$ cat src/rtl/i2c_master_buffer_sequencer_assert.svh
// ----------------------------------------------------------------------------
// I2C master buffer sequencer assertion macros
// Concurrent checks clocked on aclk and held off while aresetn is low.
// ----------------------------------------------------------------------------
`ifndef I2C_MASTER_BUFFER_SEQUENCER_ASSERT_SVH
`define I2C_MASTER_BUFFER_SEQUENCER_ASSERT_SVH

`ifndef NO_ASSERTIONS

`define I2CMBS_ASSERT_SAME(label, ante, cons) \
    label: assert property (@(posedge aclk) disable iff (!aresetn) (ante) |-> (cons)) \
        else $error("assertion failed");

`define I2CMBS_ASSERT_NEXT(label, ante, cons) \
    label: assert property (@(posedge aclk) disable iff (!aresetn) (ante) |=> (cons)) \
        else $error("assertion failed");

`else

`define I2CMBS_ASSERT_SAME(label, ante, cons)

`define I2CMBS_ASSERT_NEXT(label, ante, cons)

`endif

`endif

$ cat src/rtl/i2cmbs_pkg.sv
// ----------------------------------------------------------------------------
// I2C master buffer sequencer package
// Item layouts, opcodes, host status and error codes, bus status codes.
// ----------------------------------------------------------------------------
package i2cmbs_pkg;

    localparam int DEF_BUF_DEPTH = 16;
    localparam int CMP_W         = 9;

    localparam logic [1:0] OP_LOAD  = 2'd0;
    localparam logic [1:0] OP_START = 2'd1;
    localparam logic [1:0] OP_EVENT = 2'd2;
    localparam logic [1:0] OP_FETCH = 2'd3;

    localparam logic [2:0] ST_READY  = 3'd0;
    localparam logic [2:0] ST_BUSY   = 3'd1;
    localparam logic [2:0] ST_TXDONE = 3'd2;
    localparam logic [2:0] ST_RXDONE = 3'd3;
    localparam logic [2:0] ST_ERROR  = 3'd4;

    localparam logic [2:0] EK_NONE = 3'd0;
    localparam logic [2:0] EK_OVF  = 3'd1;
    localparam logic [2:0] EK_NORX = 3'd2;
    localparam logic [2:0] EK_ARB  = 3'd3;
    localparam logic [2:0] EK_BUS  = 3'd4;

    localparam logic [7:0] BS_START    = 8'h08;
    localparam logic [7:0] BS_RESTART  = 8'h10;
    localparam logic [7:0] BS_ADDR_ACK = 8'h18;
    localparam logic [7:0] BS_DATA_ACK = 8'h28;
    localparam logic [7:0] BS_ARB_LOST = 8'h38;
    localparam logic [7:0] BS_RADDR_ACK = 8'h40;
    localparam logic [7:0] BS_RX_ACK   = 8'h50;
    localparam logic [7:0] BS_RX_NACK  = 8'h58;

    typedef struct packed {
        logic [3:0] pad;
        logic [7:0] rx_byte;
        logic [7:0] bus_status;
        logic [7:0] xfer_count;
        logic [7:0] load_value;
        logic [3:0] slot;
    } in_data_t;

    typedef struct packed {
        logic [2:0] pad;
        logic [7:0] read_byte;
        logic [7:0] error_code;
        logic [2:0] error_kind;
        logic [2:0] host_status;
        logic [7:0] tx_byte;
        logic       tx_valid;
        logic       cmd_int_enable;
        logic       cmd_enable;
        logic       cmd_ack;
        logic       cmd_stop;
        logic       cmd_start;
        logic       cmd_valid;
    } res_t;

endpackage

$ cat src/rtl/i2c_master_buffer_sequencer.sv
// ----------------------------------------------------------------------------
// I2C master buffer sequencer
// Buffered command sequencer that sits above a byte-level I2C bus engine.
// ----------------------------------------------------------------------------
//  Port group   Direction  Carries
//  s_*          in         one host command or bus status event per item
//  m_*          out        one engine command and host status per item
//
//  An accepted item is held in the input register until its result moves to the
//  output register; one item can be accepted every cycle barring a stall.
//  Reset clears the sequencer state and both valid flags; buffer contents
//  are undefined until written.
//  A stalled result holds the input register, and s_tready drops only
//  while both registers are full and m_tready is low.
// ----------------------------------------------------------------------------
module i2c_master_buffer_sequencer #(
    parameter int BUF_DEPTH = i2cmbs_pkg::DEF_BUF_DEPTH
) (
    input  logic        aclk,
    input  logic        aresetn,
    input  logic        s_tvalid,
    output logic        s_tready,
    // slot, load_value, xfer_count, bus_status, rx_byte, zero pad
    input  logic [39:0] s_tdata,
    // opcode
    input  logic [1:0]  s_tuser,
    input  logic        s_tlast,
    output logic        m_tvalid,
    input  logic        m_tready,
    // cmd_valid, cmd_start, cmd_stop, cmd_ack, cmd_enable, cmd_int_enable,
    // tx_valid, tx_byte, host_status, error_kind, error_code, read_byte, zero pad
    output logic [39:0] m_tdata
);

    localparam int AW = $clog2(BUF_DEPTH);
    localparam int PW = $clog2(BUF_DEPTH + 1);

    i2cmbs_pkg::in_data_t s_in;
    i2cmbs_pkg::in_data_t stage_data_reg;
    logic [1:0]           stage_op_reg;
    logic                 stage_last_reg;
    logic                 stage_valid_reg;
    logic                 m_valid_reg;
    i2cmbs_pkg::res_t     m_data_reg;
    i2cmbs_pkg::res_t     res;
    logic                 advance;
    logic                 s_fire;
    logic                 wr_en;
    logic [AW-1:0]        wr_addr;
    logic [7:0]           wr_data;
    logic [AW-1:0]        rd_addr;
    logic [7:0]           rd_data;
    logic [PW-1:0]        rd_ptr;

    assign s_in     = i2cmbs_pkg::in_data_t'(s_tdata);
    assign advance  = stage_valid_reg && (!m_valid_reg || m_tready);
    assign s_tready = !stage_valid_reg || advance;
    assign s_fire   = s_tvalid && s_tready;

    always_comb begin
        if (s_tuser == i2cmbs_pkg::OP_FETCH) begin
            rd_addr = AW'(i2cmbs_pkg::CMP_W'(s_in.slot) + 9'd1);
        end else if ((s_tuser == i2cmbs_pkg::OP_EVENT) &&
                     ((s_in.bus_status == i2cmbs_pkg::BS_START) ||
                      (s_in.bus_status == i2cmbs_pkg::BS_RESTART))) begin
            rd_addr = '0;
        end else begin
            rd_addr = AW'(rd_ptr);
        end
    end

    always_ff @(posedge aclk) begin
        if (!aresetn) begin
            stage_valid_reg <= 1'b0;
        end else if (s_fire) begin
            stage_valid_reg <= 1'b1;
        end else if (advance) begin
            stage_valid_reg <= 1'b0;
        end
    end

    always_ff @(posedge aclk) begin
        if (s_fire) begin
            stage_data_reg <= s_in;
            stage_op_reg   <= s_tuser;
            stage_last_reg <= s_tlast;
        end
    end

    always_ff @(posedge aclk) begin
        if (!aresetn) begin
            m_valid_reg <= 1'b0;
        end else if (advance) begin
            m_valid_reg <= 1'b1;
        end else if (m_tready) begin
            m_valid_reg <= 1'b0;
        end
    end

    always_ff @(posedge aclk) begin
        if (advance) begin
            m_data_reg <= res;
        end
    end

    i2cmbs_buffer #(
        .BUF_DEPTH (BUF_DEPTH),
        .AW        (AW)
    ) u_buffer (
        .aclk    (aclk),
        .wr_en   (wr_en),
        .wr_addr (wr_addr),
        .wr_data (wr_data),
        .rd_en   (s_fire),
        .rd_addr (rd_addr),
        .rd_data (rd_data)
    );

    i2cmbs_ctrl #(
        .BUF_DEPTH (BUF_DEPTH),
        .AW        (AW),
        .PW        (PW)
    ) u_ctrl (
        .aclk       (aclk),
        .aresetn    (aresetn),
        .advance    (advance),
        .opcode     (stage_op_reg),
        .fetch_last (stage_last_reg),
        .item       (stage_data_reg),
        .rd_data    (rd_data),
        .res        (res),
        .wr_en      (wr_en),
        .wr_addr    (wr_addr),
        .wr_data    (wr_data),
        .rd_ptr     (rd_ptr)
    );

    assign m_tvalid = m_valid_reg;
    assign m_tdata  = m_data_reg;

`include "i2c_master_buffer_sequencer_assert.svh"

    `I2CMBS_ASSERT_SAME(a_tx_needs_cmd, m_valid_reg && m_data_reg.tx_valid,
        m_data_reg.cmd_valid && m_data_reg.cmd_int_enable && !m_data_reg.cmd_stop)
    `I2CMBS_ASSERT_SAME(a_arb_while_busy,
        m_valid_reg && (m_data_reg.error_kind == i2cmbs_pkg::EK_ARB),
        m_data_reg.host_status == i2cmbs_pkg::ST_BUSY)
    `I2CMBS_ASSERT_SAME(a_full_stall, stage_valid_reg && m_valid_reg && !m_tready,
        !s_tready)
    `I2CMBS_ASSERT_NEXT(a_stall_holds_stage, stage_valid_reg && !advance,
        stage_valid_reg && $stable(stage_data_reg) && $stable(stage_op_reg))

endmodule

$ cat src/rtl/i2cmbs_buffer.sv
// ----------------------------------------------------------------------------
// I2C master buffer sequencer message buffer
// One write port and one registered read port with write-to-read bypass.
// ----------------------------------------------------------------------------
module i2cmbs_buffer #(
    parameter int BUF_DEPTH = i2cmbs_pkg::DEF_BUF_DEPTH,
    parameter int AW        = $clog2(BUF_DEPTH)
) (
    input  logic          aclk,
    input  logic          wr_en,
    input  logic [AW-1:0] wr_addr,
    input  logic [7:0]    wr_data,
    input  logic          rd_en,
    input  logic [AW-1:0] rd_addr,
    output logic [7:0]    rd_data
);

    logic [7:0] mem [BUF_DEPTH];
    logic [7:0] rd_data_reg;

    always_ff @(posedge aclk) begin
        if (wr_en) begin
            mem[wr_addr] <= wr_data;
        end
    end

    always_ff @(posedge aclk) begin
        if (rd_en) begin
            if (wr_en && (wr_addr == rd_addr)) begin
                rd_data_reg <= wr_data;
            end else begin
                rd_data_reg <= mem[rd_addr];
            end
        end
    end

    assign rd_data = rd_data_reg;

endmodule

$ cat src/rtl/i2cmbs_ctrl.sv
// ----------------------------------------------------------------------------
// I2C master buffer sequencer control
// Decodes one item against the sequencer state and forms its result.
// ----------------------------------------------------------------------------
module i2cmbs_ctrl #(
    parameter int BUF_DEPTH = i2cmbs_pkg::DEF_BUF_DEPTH,
    parameter int AW        = $clog2(BUF_DEPTH),
    parameter int PW        = $clog2(BUF_DEPTH + 1)
) (
    input  logic                 aclk,
    input  logic                 aresetn,
    input  logic                 advance,
    input  logic [1:0]           opcode,
    input  logic                 fetch_last,
    input  i2cmbs_pkg::in_data_t item,
    input  logic [7:0]           rd_data,
    output i2cmbs_pkg::res_t     res,
    output logic                 wr_en,
    output logic [AW-1:0]        wr_addr,
    output logic [7:0]           wr_data,
    output logic [PW-1:0]        rd_ptr
);

    localparam logic [i2cmbs_pkg::CMP_W-1:0] DEPTH_C = i2cmbs_pkg::CMP_W'(BUF_DEPTH);

    logic [PW-1:0] ptr_reg;
    logic [PW-1:0] ptr_next;
    logic [PW-1:0] count_reg;
    logic [PW-1:0] count_next;
    logic [2:0]    status_reg;
    logic [2:0]    status_next;
    logic [2:0]    ekind_reg;
    logic [2:0]    ekind_next;
    logic [7:0]    ecode_reg;
    logic [7:0]    ecode_next;
    logic [PW-1:0] tx_ptr;
    logic          wr_hit;

    always_comb begin
        res         = '0;
        ptr_next    = ptr_reg;
        count_next  = count_reg;
        status_next = status_reg;
        ekind_next  = ekind_reg;
        ecode_next  = ecode_reg;
        wr_hit      = 1'b0;
        wr_addr     = ptr_reg[AW-1:0];
        wr_data     = item.rx_byte;
        if ((item.bus_status == i2cmbs_pkg::BS_START) ||
            (item.bus_status == i2cmbs_pkg::BS_RESTART)) begin
            tx_ptr = '0;
        end else begin
            tx_ptr = ptr_reg;
        end
        case (opcode)
            i2cmbs_pkg::OP_LOAD: begin
                if ((status_reg != i2cmbs_pkg::ST_BUSY) &&
                    (i2cmbs_pkg::CMP_W'(item.slot) < DEPTH_C)) begin
                    wr_hit  = 1'b1;
                    wr_addr = AW'(item.slot);
                    wr_data = item.load_value;
                end
            end
            i2cmbs_pkg::OP_START: begin
                if (status_reg != i2cmbs_pkg::ST_BUSY) begin
                    if (i2cmbs_pkg::CMP_W'(item.xfer_count) <= DEPTH_C) begin
                        count_next         = PW'(item.xfer_count);
                        status_next        = i2cmbs_pkg::ST_BUSY;
                        ekind_next         = i2cmbs_pkg::EK_NONE;
                        ecode_next         = '0;
                        res.cmd_valid      = 1'b1;
                        res.cmd_start      = 1'b1;
                        res.cmd_ack        = 1'b1;
                        res.cmd_enable     = 1'b1;
                        res.cmd_int_enable = 1'b1;
                    end else begin
                        status_next = i2cmbs_pkg::ST_ERROR;
                        ekind_next  = i2cmbs_pkg::EK_OVF;
                        ecode_next  = '0;
                    end
                end
            end
            i2cmbs_pkg::OP_EVENT: begin
                if (status_reg == i2cmbs_pkg::ST_BUSY) begin
                    res.cmd_valid = 1'b1;
                    case (item.bus_status)
                        i2cmbs_pkg::BS_START, i2cmbs_pkg::BS_RESTART,
                        i2cmbs_pkg::BS_ADDR_ACK, i2cmbs_pkg::BS_DATA_ACK: begin
                            res.cmd_enable = 1'b1;
                            if (tx_ptr >= count_reg) begin
                                ptr_next    = tx_ptr;
                                status_next = i2cmbs_pkg::ST_TXDONE;
                                ekind_next  = i2cmbs_pkg::EK_NONE;
                                ecode_next  = '0;
                                res.cmd_stop = 1'b1;
                            end else begin
                                ptr_next           = tx_ptr + PW'(1);
                                res.tx_valid       = 1'b1;
                                res.tx_byte        = rd_data;
                                res.cmd_int_enable = 1'b1;
                            end
                        end
                        i2cmbs_pkg::BS_RX_ACK: begin
                            if (i2cmbs_pkg::CMP_W'(ptr_reg) < DEPTH_C) begin
                                wr_hit   = 1'b1;
                                ptr_next = ptr_reg + PW'(1);
                            end
                            res.cmd_ack        = (ptr_next < count_reg);
                            res.cmd_enable     = 1'b1;
                            res.cmd_int_enable = 1'b1;
                        end
                        i2cmbs_pkg::BS_RADDR_ACK: begin
                            res.cmd_ack        = (ptr_reg < count_reg);
                            res.cmd_enable     = 1'b1;
                            res.cmd_int_enable = 1'b1;
                        end
                        i2cmbs_pkg::BS_RX_NACK: begin
                            wr_hit         = (i2cmbs_pkg::CMP_W'(ptr_reg) < DEPTH_C);
                            status_next    = i2cmbs_pkg::ST_RXDONE;
                            ekind_next     = i2cmbs_pkg::EK_NONE;
                            ecode_next     = '0;
                            res.cmd_stop   = 1'b1;
                            res.cmd_enable = 1'b1;
                        end
                        i2cmbs_pkg::BS_ARB_LOST: begin
                            ekind_next         = i2cmbs_pkg::EK_ARB;
                            ecode_next         = item.bus_status;
                            res.cmd_start      = 1'b1;
                            res.cmd_enable     = 1'b1;
                            res.cmd_int_enable = 1'b1;
                        end
                        default: begin
                            status_next  = i2cmbs_pkg::ST_ERROR;
                            ekind_next   = i2cmbs_pkg::EK_BUS;
                            ecode_next   = item.bus_status + 8'd1;
                            res.cmd_stop = 1'b1;
                        end
                    endcase
                end
            end
            default: begin
                if (status_reg == i2cmbs_pkg::ST_RXDONE) begin
                    if ((i2cmbs_pkg::CMP_W'(item.slot) + 9'd1) < DEPTH_C) begin
                        res.read_byte = rd_data;
                    end
                    if (fetch_last) begin
                        status_next = i2cmbs_pkg::ST_READY;
                    end
                end else if (status_reg == i2cmbs_pkg::ST_TXDONE) begin
                    ekind_next = i2cmbs_pkg::EK_NORX;
                    ecode_next = '0;
                end
            end
        endcase
        res.host_status = status_next;
        res.error_kind  = ekind_next;
        res.error_code  = ecode_next;
    end

    always_ff @(posedge aclk) begin
        if (!aresetn) begin
            ptr_reg    <= '0;
            count_reg  <= '0;
            status_reg <= i2cmbs_pkg::ST_READY;
            ekind_reg  <= i2cmbs_pkg::EK_NONE;
            ecode_reg  <= '0;
        end else if (advance) begin
            ptr_reg    <= ptr_next;
            count_reg  <= count_next;
            status_reg <= status_next;
            ekind_reg  <= ekind_next;
            ecode_reg  <= ecode_next;
        end
    end

    assign wr_en  = advance && wr_hit;
    assign rd_ptr = advance ? ptr_next : ptr_reg;

endmodule

$ cat config.mk
export PLATFORM = sky130hd
export DESIGN_NAME = i2c_master_buffer_sequencer
export DESIGN_NICKNAME = d
export VERILOG_FILES = /design/src/rtl/i2cmbs_pkg.sv /design/src/rtl/i2c_master_buffer_sequencer.sv /design/src/rtl/i2cmbs_buffer.sv /design/src/rtl/i2cmbs_ctrl.sv
export VERILOG_INCLUDE_DIRS = /design/src /design/src/rtl
export SDC_FILE = /design/constraint.sdc
export NUM_CORES = 1
export LEC_CHECK = 0
export BUFFER_PORTS_ARGS = -buffer_cell sky130_fd_sc_hd__buf_2
export CAP_MARGIN = 0
export CORE_UTILIZATION = 34
export DETAILED_ROUTE_END_ITERATION = 8
export SYNTH_ARGS = -nofsm -noshare
export SYNTH_HDL_FRONTEND = slang
export SYNTH_SLANG_ARGS = --single-unit
$ cat constraint.sdc
create_clock -name aclk -period 4.5 [get_ports aclk]
set_clock_uncertainty 0.2 [all_clocks]
set_input_delay 0.225 -clock aclk [delete_from_list [all_inputs] [get_ports aclk]]
set_output_delay 0.225 -clock aclk [all_outputs]
set_load 0.01 [all_outputs]
# --- Word-level counts from Yosys, hierarchy flattened ---
# Memory sizes are Yosys's and may differ from the RTL's. A register that Yosys moved wholly into a read port is not among the register bits.
# Index checks and enable logic that the tools add are counted.
classes:
  n_bitwise: 5
  eq_ne: 18
  reduce_logical: 24
  muxes: 64
  order_cmp: 6
  n_addsub: 5
op_table:
  columns: ["op", "count"]
  rows:
  - ["two-way mux 8 bit", 7]
  - ["two-way mux 3 bit", 13]
  - ["case mux 8 bit (4 select lines)", 1]
  - ["two-way mux 5 bit", 6]
  - ["two-way mux 4 bit", 7]
  - ["case mux 3 bit (3 select lines)", 3]
  - ["== test 8 x 5 -> 1 bit (second input constant)", 3]
  - ["== test 8 x 7 -> 1 bit (second input constant)", 3]
  - ["case mux 8 bit (3 select lines)", 1]
  - ["== test 8 x 4 -> 1 bit (second input constant)", 2]
  - ["== test 8 x 6 -> 1 bit (second input constant)", 2]
  - ["two-way mux 1 bit", 13]
  - ["case mux 3 bit (4 select lines)", 1]
  - ["adder 5 x 1 -> 5 bit (second input constant)", 2]
  - ["< comparator 5 bit", 2]
  - ["two-way mux 10 bit", 1]
  - ["case mux 1 bit (2 select lines)", 5]
  - ["case mux 5 bit (2 select lines)", 1]
  - ["< comparator 9 x 5 -> 1 bit (second input constant)", 1]
  - ["adder 8 x 1 -> 8 bit (second input constant)", 1]
  - ["<= comparator 8 x 5 -> 1 bit (second input constant)", 1]
  - ["AND reduction 4 bit", 2]
  - ["OR reduction 4 bit", 2]
  - ["OR reduction 8 bit", 1]
  - ["24 further kinds", 41]
totals:
  ramBits: 128
  out_inout_bits: 42
  mem_count: 1
  in_bits: 47
  ff_bits: 102
memory_table:
  columns: ["memory", "words", "width", "read_ports", "rd_clocked_by_memory_dff", "wr", "line_no", "source"]
  rows:
  - ["u_buffer.mem", 16, 8, 1, 1, 1, "i2cmbs_buffer.sv:18", "logic [7:0] mem [BUF_DEPTH];"]

# --- Longest topological paths before layout ---
# Gate-level depths: netlist of run 1.
logic_depth:
  depth_word: 11
  depth_mapped: 18
  ltp_nobuf: 16

# --- Hierarchy ---
# From an unflattened synthesis of run 1, not the netlist that was laid out.
hier_totals:
  hier_cells: 778
  area_unflattened_um2: 11392.2
by_module_without_submodules:
  columns: ["mod", "area_each_um2", "instances", "cells_each", "seq_area_each_um2"]
  rows:
  - ["i2cmbs_buffer", 5480.3, 1, 242, 4083.9]
  - ["i2cmbs_ctrl", 3224.3, 1, 426, 480.5]
  - ["i2c_master_buffer_sequencer", 2687.6, 1, 110, 2532.4]

# --- Worst setup path before layout of run 1 ---
# No wires, ideal clock.
synth_timing:
  path_type: "register to register"
  startpoint: "register stage_data_reg[20] (netlist name)"
  endpoint: "register u_buffer.rd_data_reg[6] (netlist: u_buffer.rd_data[6]) (read register of u_buffer.mem), data pin"
  arrival_ns: 4.298
  setup_slack_ns: -0.178
  n_path_buf: 3
  stages_incl_launch_ff: 19
  synth_period_minus_slack_ns: 4.678
  cell_sequence: "edfxtp_1 > inv_1 > ha_1 > or3b_4 > nor4_1 > nor2_1 > ha_1 > a21oi_1 > o21ai_0 > a21oi_1 > a21oi_1 > o311a_2 > o21a_2 > buf_6 > buf_8 > buf_8 > mux2i_1 > a221o_1 > a221oi_1"
synth_between:
  elab_chain_cells: 11
  elab_cells_between_ends: 17
  cone_classes: "1 x add/sub; 1 x order compare; 5 x eq/ne; 8 x mux; 2 x reduce/logical"
synth_rtl:
  columns: ["item", "line_no", "source"]
  rows:
  - ["from (decl)", "i2c_master_buffer_sequencer.sv:39", "i2cmbs_pkg::in_data_t stage_data_reg;"]
  - ["from (signal assigned)", "i2c_master_buffer_sequencer.sv:84", "stage_data_reg <= s_in;"]
  - ["== test 8 x 4 -> 1 bit or == test 8 x 5 -> 1 bit (tied branches)", "i2cmbs_ctrl.sv:49, i2cmbs_ctrl.sv:86, i2cmbs_ctrl.sv:50", null]
  - ["logical OR 1 bit", "i2cmbs_ctrl.sv:49", "if ((item.bus_status == i2cmbs_pkg::BS_START) ||"]
  - ["two-way mux 5 bit", "i2cmbs_ctrl.sv:49", null]
  - ["adder 5 x 1 -> 5 bit or greater-or-equal comparator 5 bit (tied branches)", "i2cmbs_ctrl.sv:97, i2cmbs_ctrl.sv:90", null]
  - ["two-way mux 5 bit", "i2cmbs_ctrl.sv:90", "if (tx_ptr >= count_reg) begin"]
  - ["case mux 5 bit (2 select lines) *", "i2cmbs_ctrl.sv:86", "case (item.bus_status)"]
  - ["two-way mux 4 bit *", "i2cmbs_ctrl.sv:84", "if (status_reg == i2cmbs_pkg::ST_BUSY) begin"]
  - ["two-way mux 4 bit *", "i2cmbs_ctrl.sv:55", "case (opcode)"]
  - ["two-way mux 4 bit *", null, null]
  - ["two-way mux 4 bit *", "i2c_master_buffer_sequencer.sv:63", "end else if ((s_tuser == i2cmbs_pkg::OP_EVENT) &&"]
  - ["two-way mux 4 bit *", "i2c_master_buffer_sequencer.sv:61", "if (s_tuser == i2cmbs_pkg::OP_FETCH) begin"]
  - ["to (decl)", "i2cmbs_buffer.sv:19", "logic [7:0] rd_data_reg;"]
# Mark *: on every way between the ends. The rest lies on a longest branch, timed or not.
# A chain may end at the register's enable or synchronous reset.

# --- Final worst setup path of run 1 ---
layout_timing:
  startpoint: "register stage_data_reg[20] (netlist name)"
  endpoint: "register u_buffer.rd_data_reg[7] (netlist: u_buffer.rd_data[7]) (read register of u_buffer.mem), data pin"
# Same word-level chain as after synthesis.

==> results by group, run 1 <==
Placed design
  – Placed Cells: 1,329
  – RePlAce Congestion: 0.8463
  – IO Port Bufs: 81
  – Post-DP HPWL: ~16,000 um
  – Setup slack at placement: -0.2096 ns

GRT
  – First-pass GRT wire length: 39,390 um
  – Met3 usage: around 2.2%
  – Overall routing resource usage: between 15 and 20%
  – Number of global-route vias before repair: 7,129
  – Global route hottest layer: met2
  – Pin count of the biggest net entering global routing: 48
  – Initial antenna violation count: 0
  – Met2 usage: between 20% and 30%
  – Met1 Use GR: a little under a quarter
  – GRT Residual Overflow: 0

Worst setup path
  – Top cell by count, worst path: buf_4
  – R2R Setup Slk: -0.12 ns
  – Slowest stage delay, CP: roughly 0.40 ns
  – Type of origin of the critical path: register
  – Worst Reg-to-Reg Cells: 19
  – Arrival @ worst endpoint: 4.77 ns
  – Reg2reg end: u_buffer.rd_data[7]
  – CP Cell Sequence: inv_2, ha_4, or3b_4, buf_6, nor4_4, buf_4, nor2_1, ha_1, a21o_4, buf_4, a211oi_2, o221ai_2, a32oi_2, o21ai_4, nand2_2, buf_12, o22ai_2, a221o_1, a221oi_4
  – Worst path bufs/invs: 5
  – Setup crit end kind: register
  – CP delay by family, top: compound AO/OA/AOI/OAI gates
  – Required time of the critical path: 4.65 ns
  – Critical path class: register to register
  – Crit-path slowest cell: edfxtp_1
  – RR Startpoint: stage_data_reg[20]
  – Crit-path max FO: 8

Pwr
  – Switching power share of the total: 21.57%
  – Pwr Density: 354.6 nW/um^2
  – Internal cell power: 3.883 mW
  – Clock power share: 41.3%
  – Flop pwr share: 50.5%
  – Psw: around 1.1 mW
  – Comb pwr share: 8.2%
  – Leakage: 5.115 nW
  – Power Total: 4.951 mW
  – Peak supply drop: approximately 0.00028 V

Worst hold path
  – Hold Path Sink: stage_data_reg[14]
  – Hold Path Cell Cnt: 2
  – Worst hold start: s_tdata[14]
  – Min-delay worst type: primary input to register

Die
  – Die Y: 179.3 um
  – Die area: 32,160 um^2
  – Core area: 30,750 um^2
  – Die X: 179.3 um
  – Boundary pin count: 89
  – Starting Density: 34.77%
  – # rows: 64

CTS
  – Clk root buf: clkbuf_16
  – Max H-tree Level: 1
  – Clock slew seen by the registers of the worst setup and hold paths: 0.06 ns
  – Cts bufs inserted: 26
  – Clock sink count: between 200 and 250
  – CTS tree: built
  – Clock Latency Late Sink: around 0.53 ns
  – CTS Buffer Depth: 3

Synth
  – Post-synthesis cell area: 10,690 um^2
  – Avg Cell Area, Syn: 12.85 um^2
  – Post-synth EDFFs: 212
  – Post-synthesis sequential area ratio: 64.40%
  – Share of Yosys cell area claimed by the top area cell type: between 50% and 60%
  – Post-synthesis async set-or-reset flop share: 0%
  – Gate count after technology mapping: 832
  – Top cells by area, synth: edfxtp_1, dfxtp_1, nand2_1
  – Yosys reg bits: 238
  – Most area-hungry cell type in the Yosys netlist: edfxtp_1
  – Synth warnings: 0
  – Ys flop type: edfxtp_1
  – Number of library cell types mapped by synthesis: between 60 and 70

STA
  – Worst relative slew slack: 21.40%
  – Final WS setup: -0.1217 ns
  – Max-slew violations: 0
  – RSZ-0062 raised after global routing: true
  – Fin crit period: 4.622 ns
  – Worst-Margin Slew: between 1 and 1.5 ns
  – Post-route clock period utilization: 102.7%
  – WHS: ~0.22 ns
  – Final setup fails: 8
  – Final Hold Vio Count: 0
  – FMAX: approximately 220 MHz

Final layout
  – Max reg flops: about 130
  – Commonest non-fill, non-tap cell in the layout: edfxtp_1
  – Fill cells: ~2,800
  – # diodes: 0
  – Share of layout cells above drive strength 1: 27.68%
  – Synth-to-Final Area Change: 30.58%
  – Nets: 1,095
  – Final Util: 45.41%
  – Finished Layout Cells: 1,440
  – Most frequent cells in the layout: edfxtp_1, nand2_1, buf_2, nor2_1, buf_4

Route
  – WL final: 26,050 um
  – Routed len/inst: 18.09 um
  – Initial DRC count: 590
  – Post-route DRC violation count: 0
  – Vias/cell: 5.096
  – TritonRoute pass-1 iters: 7
  – DRT antenna net count: 0
  – Vias: 7,338

Run
  – MaxCap Viol Count: 0

Status
  – Outcome: complete, but fails checks
  – Failing checks: setup timing
[through the flow]
stage | area (um^2) | setup TNS (ns)
2_1_floorplan | 10720 | 0
3_3_place_gp | 11930 | -1.222
3_5_place_dp | 11930 | -1.399
4_1_cts | 13660 | -0.3480
5_1_grt | 13960 | -1.726
6_report | 13960 | -0.7637
[how the worst max path moves through the flow]
stage,startpoint,end,slack (ns),cells after the start
2_1_floorplan,stage_data_reg[20],u_buffer.rd_data[5],0.01,17
3_3_place_gp,stage_data_reg[20],u_buffer.rd_data[7],-0.20,18
3_5_place_dp,stage_data_reg[20],u_buffer.rd_data[7],-0.21,18
4_1_cts,stage_data_reg[21],u_buffer.rd_data[7],-0.05,18
5_1_grt,stage_data_reg[20],u_buffer.rd_data[7],-0.24,20
6_report,stage_data_reg[20],u_buffer.rd_data[7],-0.12,19
[kinds of logic (layout without fill, tap and decap cells)]
group	Yosys count	after routing	synth area share (%)
AO/OA/AOI/OAI	160	160	10.11
adder cells (fa/ha/maj)	22	22	2.574
XOR/XNOR	17	17	1.393
buffers and inverters	61	271	2.890
AND/OR/NAND/NOR	275	275	12.75
flip-flops	238	238	64.40
multiplexers	58	58	5.839
other	1	3	0.03507
[cell usage after synthesis, drive strengths merged (7+ instances only)]
cell type	n
edfxtp	212
mux2i	23
and2	21
o22ai	18
nor2	66
ha	22
a221oi	8
mux2	35
nand2b	9
inv	21
a21oi	42
buf	20
a31oi	7
dfxtp	26
a221o	16
xnor2	8
nor3	22
xor2	9
o21ai	29
nand3	18
nand2	87
clkbuf	20
nor2b	16
[metal layers]
metal / wire (um) / up-vias / share of wire [%]
li1: - / 3531 / -
met1: 12200 / 3515 / 47
met2: 11820 / 243 / 45
met3: 1344 / 49 / 5.2
met4: 694 / 0 / 2.7
met5: 0 / - / 0
[area by class of cell]
| type | instances | area, um^2 | share of cell area [%] |
|---|---|---|---|
| Tap cell | 396 | 495.5 | 3.549 |
| Multi-Input combinational cell | 535 | 3989 | 28.57 |
| Inverter | 21 | 78.83 | 0.5646 |
| Clock buffer | 38 | 768.2 | 5.502 |
| Clock inverter | 8 | 63.81 | 0.4570 |
| Sequential cell | 238 | 6887 | 49.32 |
| Timing Repair Buffer | 204 | 1680 | 12.04 |
[power groups by stage]
stage	Clock [mW]	Combinational, mW	Sequential [mW]
after global placement	0	0.319	2.54
after detailed placement	0	0.325	2.55
final	2.05	0.404	2.50
after floorplan	0	0.190	2.55
after CTS	2.09	0.385	2.50
after global routing	2.17	0.435	2.50
[worst register-to-register path, stage by stage (launching register included)]
cell,delay [ns]
edfxtp_1,0.40
inv_2,0.10
ha_4,0.14
or3b_4,0.40
buf_6,0.14
nor4_4,0.23
buf_4,0.18
nor2_1,0.06
ha_1,0.31
a21o_4,0.23
buf_4,0.14
a211oi_2,0.24
o221ai_2,0.15
a32oi_2,0.35
o21ai_4,0.14
nand2_2,0.16
buf_12,0.17
o22ai_2,0.09
a221o_1,0.31
a221oi_4,0.30
[timing repair]
| action | 4_1_cts | 5_1_grt |
|---|---|---|
| endpoints found under the hold margin | 44 | 0 |
| resized for setup | 46 | 49 |
| pin swaps | 26 | 25 |
| setup buffers | 15 | 6 |
| gates cloned | 4 | 3 |
| setup endpoints to repair | 8 | 8 |
| hold buffers | 43 | 0 |
Note: power is estimated with default switching activity, not from simulation.
==> run 2, diff against run 1 <==
--- a/config.mk
+++ b/config.mk
@@ -10,6 +10,7 @@
 export CAP_MARGIN = 0
 export CORE_UTILIZATION = 34
 export DETAILED_ROUTE_END_ITERATION = 8
+export PLACE_DENSITY_LB_ADDON = 0.2
 export SYNTH_ARGS = -nofsm -noshare
 export SYNTH_HDL_FRONTEND = slang
 export SYNTH_SLANG_ARGS = --single-unit
==> run 2 against run 1 <==
Against the previous run: utilization is 0.99 points higher; hold slack worse by 0.018 ns; sequential power hardly changed; die area stayed put; combinational power is 4% higher; the flow still finishes with violations (setup timing); maximum frequency is 0.21% higher; highest routed layer unchanged; largest power group unchanged; cell count is 1.8% higher; global-route usage is 1.1 points higher; critical path depth stayed put.
==> results by group, run 2 (synthesized netlist as in run 1, its figures left out) <==
CTS
  – CTS Buffer Depth: 3 (unchanged)
  – Max H-tree Level: 1 (unchanged)
  – Clock Latency Late Sink: 0.53 ns (about the same)
  – Clock slew seen by the registers of the worst setup and hold paths: 0.06 ns (about the same)
  – Clk root buf: clkbuf_16
  – Clock sink count: 238 (unchanged)
  – Cts bufs inserted: 27 (+3.8%)
  – CTS tree: built

Run
  – MaxCap Viol Count: 0 (unchanged)

Worst setup path
  – Required time of the critical path: 4.67 ns (+0.02 ns)
  – Crit-path max FO: 6 (-2)
  – R2R Setup Slk: -0.11 ns (about the same)
  – Type of origin of the critical path: register
  – Top cell by count, worst path: ha_4
  – Arrival @ worst endpoint: 4.78 ns (about the same)
  – CP Cell Sequence: inv_2, ha_4, or3b_4, or4_4, nand2_4, ha_4, nor2b_4, o21ai_4, a21oi_4, mux2_4, o311a_4, o21a_4, buf_12, buf_16, buf_8, mux2_2, o22ai_1, a221o_1, a221oi_2
  – Crit-path slowest cell: or4_4
  – Setup crit end kind: register
  – Slowest stage delay, CP: 0.54 ns (+0.14 ns)
  – Critical path class: register to register

Pwr
  – Leakage: 5.280 nW (+3.2%)
  – Pwr Density: 344.7 nW/um^2 (-2.8%)
  – Peak supply drop: 0.0002941 V (+5.4%)

Final layout
  – Commonest non-fill, non-tap cell in the layout: edfxtp_1
  – Max reg flops: 128 (unchanged)
  – # diodes: 0 (unchanged)
  – Finished Layout Cells: 1,466 (+1.8%)
  – Fill cells: 2,764 (-0.75%)
  – FF+latch area: 6887 um^2 (unchanged)
  – Area of the multi-input gates: 4096 um^2 (+2.7%)
  – Share of layout cells above drive strength 1: 31.03% (+3.3 points)
  – Most frequent cells in the layout: edfxtp_1, nand2_1, buf_2, buf_4, nor2_1
  – Synth-to-Final Area Change: 33.42%
  – Nets: 1,120 (+2.3%)
  – Final Util: 46.39% (+0.99 points)

Placed design
  – IO Port Bufs: 81 (unchanged)
  – Placed Cells: 1,350 (+1.6%)
  – Setup slack at placement: -0.2863 ns (-0.07670 ns)
  – Post-DP HPWL: 17,750 um (+8.2%)
  – RePlAce Congestion: 0.8172 (-3.4%)

Route
  – WL final: 27,530 um (+5.7%)
  – Vias: 7,489 (+2.1%)
  – Top sig layer: met4
  – TritonRoute pass-1 iters: 7 (unchanged)
  – Post-route DRC violation count: 0 (unchanged)
  – Initial DRC count: 533 (-9.7%)
  – DRT antenna net count: 0 (unchanged)
  – Vias/cell: 5.108 (+0.25%)
  – Met1 wire length: 13,230 um (+8.4%)
  – Met3 wire len: 1252 um (-6.8%)
  – Routed len/inst: 18.78 um (+3.8%)
  – Metal2 WL: 12,480 um (+5.6%)

Die
  – Die Y: 179.3 um (unchanged)
  – Die X: 179.3 um (unchanged)
  – Core area: 30,750 um^2 (unchanged)
  – Die area: 32,160 um^2 (unchanged)
  – Boundary pin count: 89 (unchanged)
  – # rows: 64 (unchanged)
  – Starting Density: 34.77% (unchanged)

GRT
  – GRT Residual Overflow: 0 (unchanged)
  – Initial antenna violation count: 0 (unchanged)
  – Overall routing resource usage: 17.14% (+1.1 points)
  – First-pass GRT wire length: 41,790 um (+6.1%)
  – Number of global-route vias before repair: 7,335 (+2.9%)
  – Pin count of the biggest net entering global routing: 50 (+4.2%)

STA
  – Final WS setup: -0.1122 ns (+0.009506 ns)
  – Max-slew violations: 0 (unchanged)
  – Fin crit period: 4.612 ns (-0.009506 ns)
  – RSZ-0062 raised after global routing: true
  – WHS: 0.1987 ns (-0.01796 ns)
  – Post-route clock period utilization: 102.5% (-0.21 points)
  – Worst relative slew slack: 32.62% (+11 points)
  – Final Hold Vio Count: 0 (unchanged)
  – Setup_tns: -0.4391 ns (+0.3246 ns)
  – Worst-Margin Slew: 0.9977 ns (-0.1814 ns)
  – FMAX: 216.8 MHz (+0.21%)
  – Final setup fails: 8 (unchanged)

Status
  – Failing checks: setup timing
  – Outcome: complete, but fails checks

Worst hold path
  – Min-delay worst type: primary input to register
==> run 2: repair_timing <==
| item | in CTS | in global routing |
|---|---|---|
| hold endpoints to repair | 44 | 0 |
| buffers inserted | 22 | 11 |
| setup endpoints to repair | 8 | 9 |
| cloned | 5 | 1 |
| hold buffers | 43 | 0 |
| pin swaps | 33 | 22 |
| gates resized for setup | 75 | 54 |
==> run 2: power breakdown <==
part	internal (mW)	leakage (nW)	switching, mW
Combinational	0.187	2.71	0.235
Sequential	2.48	2.17	0.0251
Clock	1.15	0.401	0.844
Total	3.81	5.28	1.10
==> run 2: area by class of cell <==
type | count | share of cell area (%)
Clock buffer | 31 | 4.841
Clock inverter | 17 | 0.7718
Inverter | 21 | 0.5525
Multi-Input combinational cell | 535 | 28.71
Sequential cell | 238 | 48.27
Tap cell | 396 | 3.473
Timing Repair Buffer | 228 | 13.37
==> run 2: layer usage <==
layer / track usage (%) / vias to the layer above
met4: 4.482 / 0
li1: - / 3577
met5: 0 / -
met3: 2.511 / 41
met2: 27.00 / 216
met1: 24.61 / 3655
==> run 2: metrics by stage <==
stage	area, um^2	power (mW)
2_1_floorplan	10720	2.737
3_3_place_gp	12060	2.876
6_report	14270	4.917
3_5_place_dp	12060	2.880
5_1_grt	14270	5.087
4_1_cts	13890	4.956
==> run 2: final timing paths <==
path	start	endpoint	depth (start not counted)
setup reg to reg	stage_data_reg[21]	u_buffer.rd_data[7]	19
hold / removal	s_tdata[5]	stage_data_reg[5]	2
hold reg to reg	u_ctrl.ekind_reg[0]	u_ctrl.ekind_reg[0]	2
setup / recovery	stage_data_reg[21]	u_buffer.rd_data[7]	19
==> run 2: worst max-delay path: cells and delay by family, from the launching register on <==
kind,cells,cell delay [ns]
AOI/OAI and AO/OA,7,1.29
and+or+nand+nor,4,1.16
adders and majority gates,2,0.34
muxes,2,0.54
buffers and inverters,4,0.51
DFF,1,0.42
==> run 3, diff against run 2 <==
==> constraint.sdc (replaced) <==
create_clock -name aclk -period 4.9 [get_ports aclk]
set_clock_uncertainty 0.2 [all_clocks]
set_input_delay 0.245 -clock aclk [delete_from_list [all_inputs] [get_ports aclk]]
set_output_delay 0.245 -clock aclk [all_outputs]
set_load 0.01 [all_outputs]
==> run 3 against run 2 <==
Against the previous run: largest cell class unchanged; critical path type unchanged; die area is the same; the run ends with DRC left; hold slack gained 0.025 ns; register-to-register slack better by 0.21 ns.
==> results by group, run 3 (synthesized netlist as in run 1, its figures left out) <==
Worst setup path
  – End point of the critical path: u_buffer.rd_data[2]
  – RR Startpoint: stage_data_reg[20]
  – CP Cell Sequence: inv_1, ha_2, or3b_4, or4_4, and2_1, ha_1, and2_2, a21oi_2, buf_4, a21oi_1, o311a_2, o21a_4, buf_12, mux2_2, o22ai_1, a221o_1, a221oi_2
  – Crit-path max FO: 23 (+17)
  – Levels on crit path: 17 (-2)
  – Type of origin of the critical path: register
  – Reg2reg end: u_buffer.rd_data[2]
  – Critical path class: register to register
  – Crit-path slowest cell: or4_4
  – Arrival @ worst endpoint: 4.95 ns (+0.17 ns)
  – Slowest stage delay, CP: 0.52 ns (-0.02 ns)
  – Crit path from: stage_data_reg[20]
  – Required time of the critical path: 5.05 ns (+0.38 ns)
  – CP delay by family, top: compound AO/OA/AOI/OAI gates
  – Worst Reg-to-Reg Cells: 17 (-2)
  – Worst path bufs/invs: 3 (-1)
  – R2R Setup Slk: 0.10 ns (+0.21 ns)
  – Setup crit end kind: register

Die
  – Die X: 179.3 um (unchanged)
  – # rows: 64 (unchanged)
  – Core area: 30,750 um^2 (unchanged)
  – Die area: 32,160 um^2 (unchanged)
  – Starting Density: 34.77% (unchanged)
  – Die Y: 179.3 um (unchanged)
  – Boundary pin count: 89 (unchanged)

CTS
  – Clock sink count: 238 (unchanged)
  – Clk root buf: clkbuf_16
  – Clock Latency Late Sink: 0.53 ns (about the same)
  – Max H-tree Level: 1 (unchanged)
  – CTS tree: built
  – Cts bufs inserted: 27 (unchanged)
  – Clock slew seen by the registers of the worst setup and hold paths: 0.06 ns (about the same)
  – CTS Buffer Depth: 3 (unchanged)

Route
  – TritonRoute pass-1 iters: 8 (+1)
  – Vias: 7,165 (-4.3%)
  – Initial DRC count: 446 (-16%)
  – Routed len/inst: 17.86 um (-4.9%)
  – Post-route DRC violation count: 16 (+16)
  – DRT antenna net count: 0 (unchanged)
  – Vias/cell: 5.039 (-1.4%)
  – WL final: 25,400 um (-7.8%)

Worst hold path
  – Min-delay worst type: primary input to register

Pwr
  – Comb pwr share: 7.4% (-1.2 points)
  – Internal cell power: 3.627 mW (-4.9%)
  – Power Total: 4.612 mW (-6.2%)
  – Peak supply drop: 0.0002419 V (-18%)
  – Flop pwr share: 49.8% (-1.1 points)
  – Psw: 0.9843 mW (-11%)
  – Pwr Density: 346.6 nW/um^2 (+0.56%)
  – Switching power share of the total: 21.34% (-1.1 points)
  – Leakage: 4.851 nW (-8.1%)
  – Clock power share: 42.9% (+2.4 points)

Final layout
  – Commonest non-fill, non-tap cell in the layout: edfxtp_1
  – Synth-to-Final Area Change: 24.43%
  – # diodes: 0 (unchanged)
  – Most frequent cells in the layout: edfxtp_1, nand2_1, buf_2, nor2_1, buf_4
  – Nets: 1,076 (-3.9%)
  – Max reg flops: 128 (unchanged)
  – Share of layout cells above drive strength 1: 22.61% (-8.4 points)
  – Final Util: 43.27% (-3.1 points)

STA
  – Final setup fails: 0 (-8)
  – Post-route clock period utilization: 97.94% (-4.6 points)
  – Worst relative slew slack: 32.52% (-0.096 points)
  – Setup_tns: 0 ns (+0.4391 ns)
  – FMAX: 208.4 MHz (-3.9%)
  – Max-slew violations: 0 (unchanged)
  – Final Hold Vio Count: 0 (unchanged)
  – Worst-Margin Slew: 0.9991 ns (+0.001414 ns)
  – Fin crit period: 4.799 ns (+0.1870 ns)

GRT
  – Number of global-route vias before repair: 6,773 (-7.7%)
  – Pin count of the biggest net entering global routing: 33 (-34%)
  – Initial antenna violation count: 0 (unchanged)
  – Overall routing resource usage: 15.90% (-1.2 points)
  – GRT Residual Overflow: 0 (unchanged)
  – First-pass GRT wire length: 39,010 um (-6.7%)

Status
  – Outcome: complete, but fails checks
  – Failing checks: DRC

Run
  – MaxCap Viol Count: 0 (unchanged)

Placed design
  – IO Port Bufs: 81 (unchanged)
  – Post-DP HPWL: 17,170 um (-3.2%)
  – RePlAce Congestion: 0.8246 (+0.91%)
==> run 3: cell types whose count changed in the layout (fill, tap and decap cells not counted), sizes merged <==
cell	delta
buf	-43
clkinv	-4
bufinv	+3
inv	-2
clkbuf	+1
clkinvlp	+1
==> run 3: power groups by stage <==
stage / clock, mW / sequential [mW] / combinational (mW)
2_1_floorplan: 0 / 2.34 / 0.174
5_1_grt: 2.11 / 2.30 / 0.371
6_report: 1.98 / 2.29 / 0.340
3_5_place_dp: 0 / 2.34 / 0.303
4_1_cts: 2.03 / 2.30 / 0.331
3_3_place_gp: 0 / 2.34 / 0.300
==> run 3: timing repair <==
action / 4_1_cts / 5_1_grt
hold endpoints to repair: 44 / 0
pin swaps: 0 / 1
endpoints found under the setup margin: 8 / 8
buffers inserted: 0 / 2
gates resized for setup: 4 / 23
hold buffers: 43 / 0
==> run 3: final cells by class <==
class / instances / area, um^2
clock buffer: 33 / 698.2
multi-input combinational: 535 / 3617
tap: 396 / 495.5
inverter: 21 / 78.83
sequential: 238 / 6887
clock inverter: 15 / 168.9
fill: 2813 / 17440
timing repair buffer: 184 / 1360
==> run 3: worst min-delay path by stage <==
stage / startpoint / endpoint / slack (ns) / cells past startpoint
final: s_tdata[31] / stage_data_reg[31] / 0.22 / 2
after global placement: s_tdata[29] / stage_data_reg[29] / 0.22 / 1
after CTS: s_tdata[16] / stage_data_reg[16] / 0.20 / 2
after detailed placement: s_tdata[30] / stage_data_reg[30] / 0.22 / 1
after global routing: s_tdata[6] / stage_data_reg[6] / 0.21 / 2
after floorplan: s_tdata[0] / stage_data_reg[0] / 0.14 / 0
==> run 3: metrics by stage <==
step | std cells | hold WS [ns] | cell area (um^2) | worst slack, ns
5_1_grt | 1422 | 0.2065 | 13310 | -0.02910
3_3_place_gp | 1329 | 0.2210 | 11870 | -0.04009
4_1_cts | 1420 | 0.1968 | 13170 | 0.01897
2_1_floorplan | 834 | 0.1439 | 10700 | 0.2224
6_report | 1422 | 0.2240 | 13310 | 0.1008
3_5_place_dp | 1329 | 0.2231 | 11870 | -0.08404
==> run 3: routing by layer <==
metal | global-route usage [%] | part of all wire, % | up-vias
met5 | 0 | 0 | -
met4 | 4.447 | 2.5 | 0
met3 | 2.257 | 5.4 | 44
met2 | 23.57 | 42 | 210
met1 | 24.05 | 50 | 3428
li1 | - | - | 3483
==> run 3: worst reg2reg max path, stage by stage, from the launching register on <==
cell and delay (ns):
edfxtp_1 0.39, inv_1 0.10, ha_2 0.18, or3b_4 0.41, or4_4 0.52, and2_1 0.18
ha_1 0.27, and2_2 0.23, a21oi_2 0.13, buf_4 0.14, a21oi_1 0.06, o311a_2 0.40
o21a_4 0.23, buf_12 0.16, mux2_2 0.26, o22ai_1 0.12, a221o_1 0.33, a221oi_2 0.29
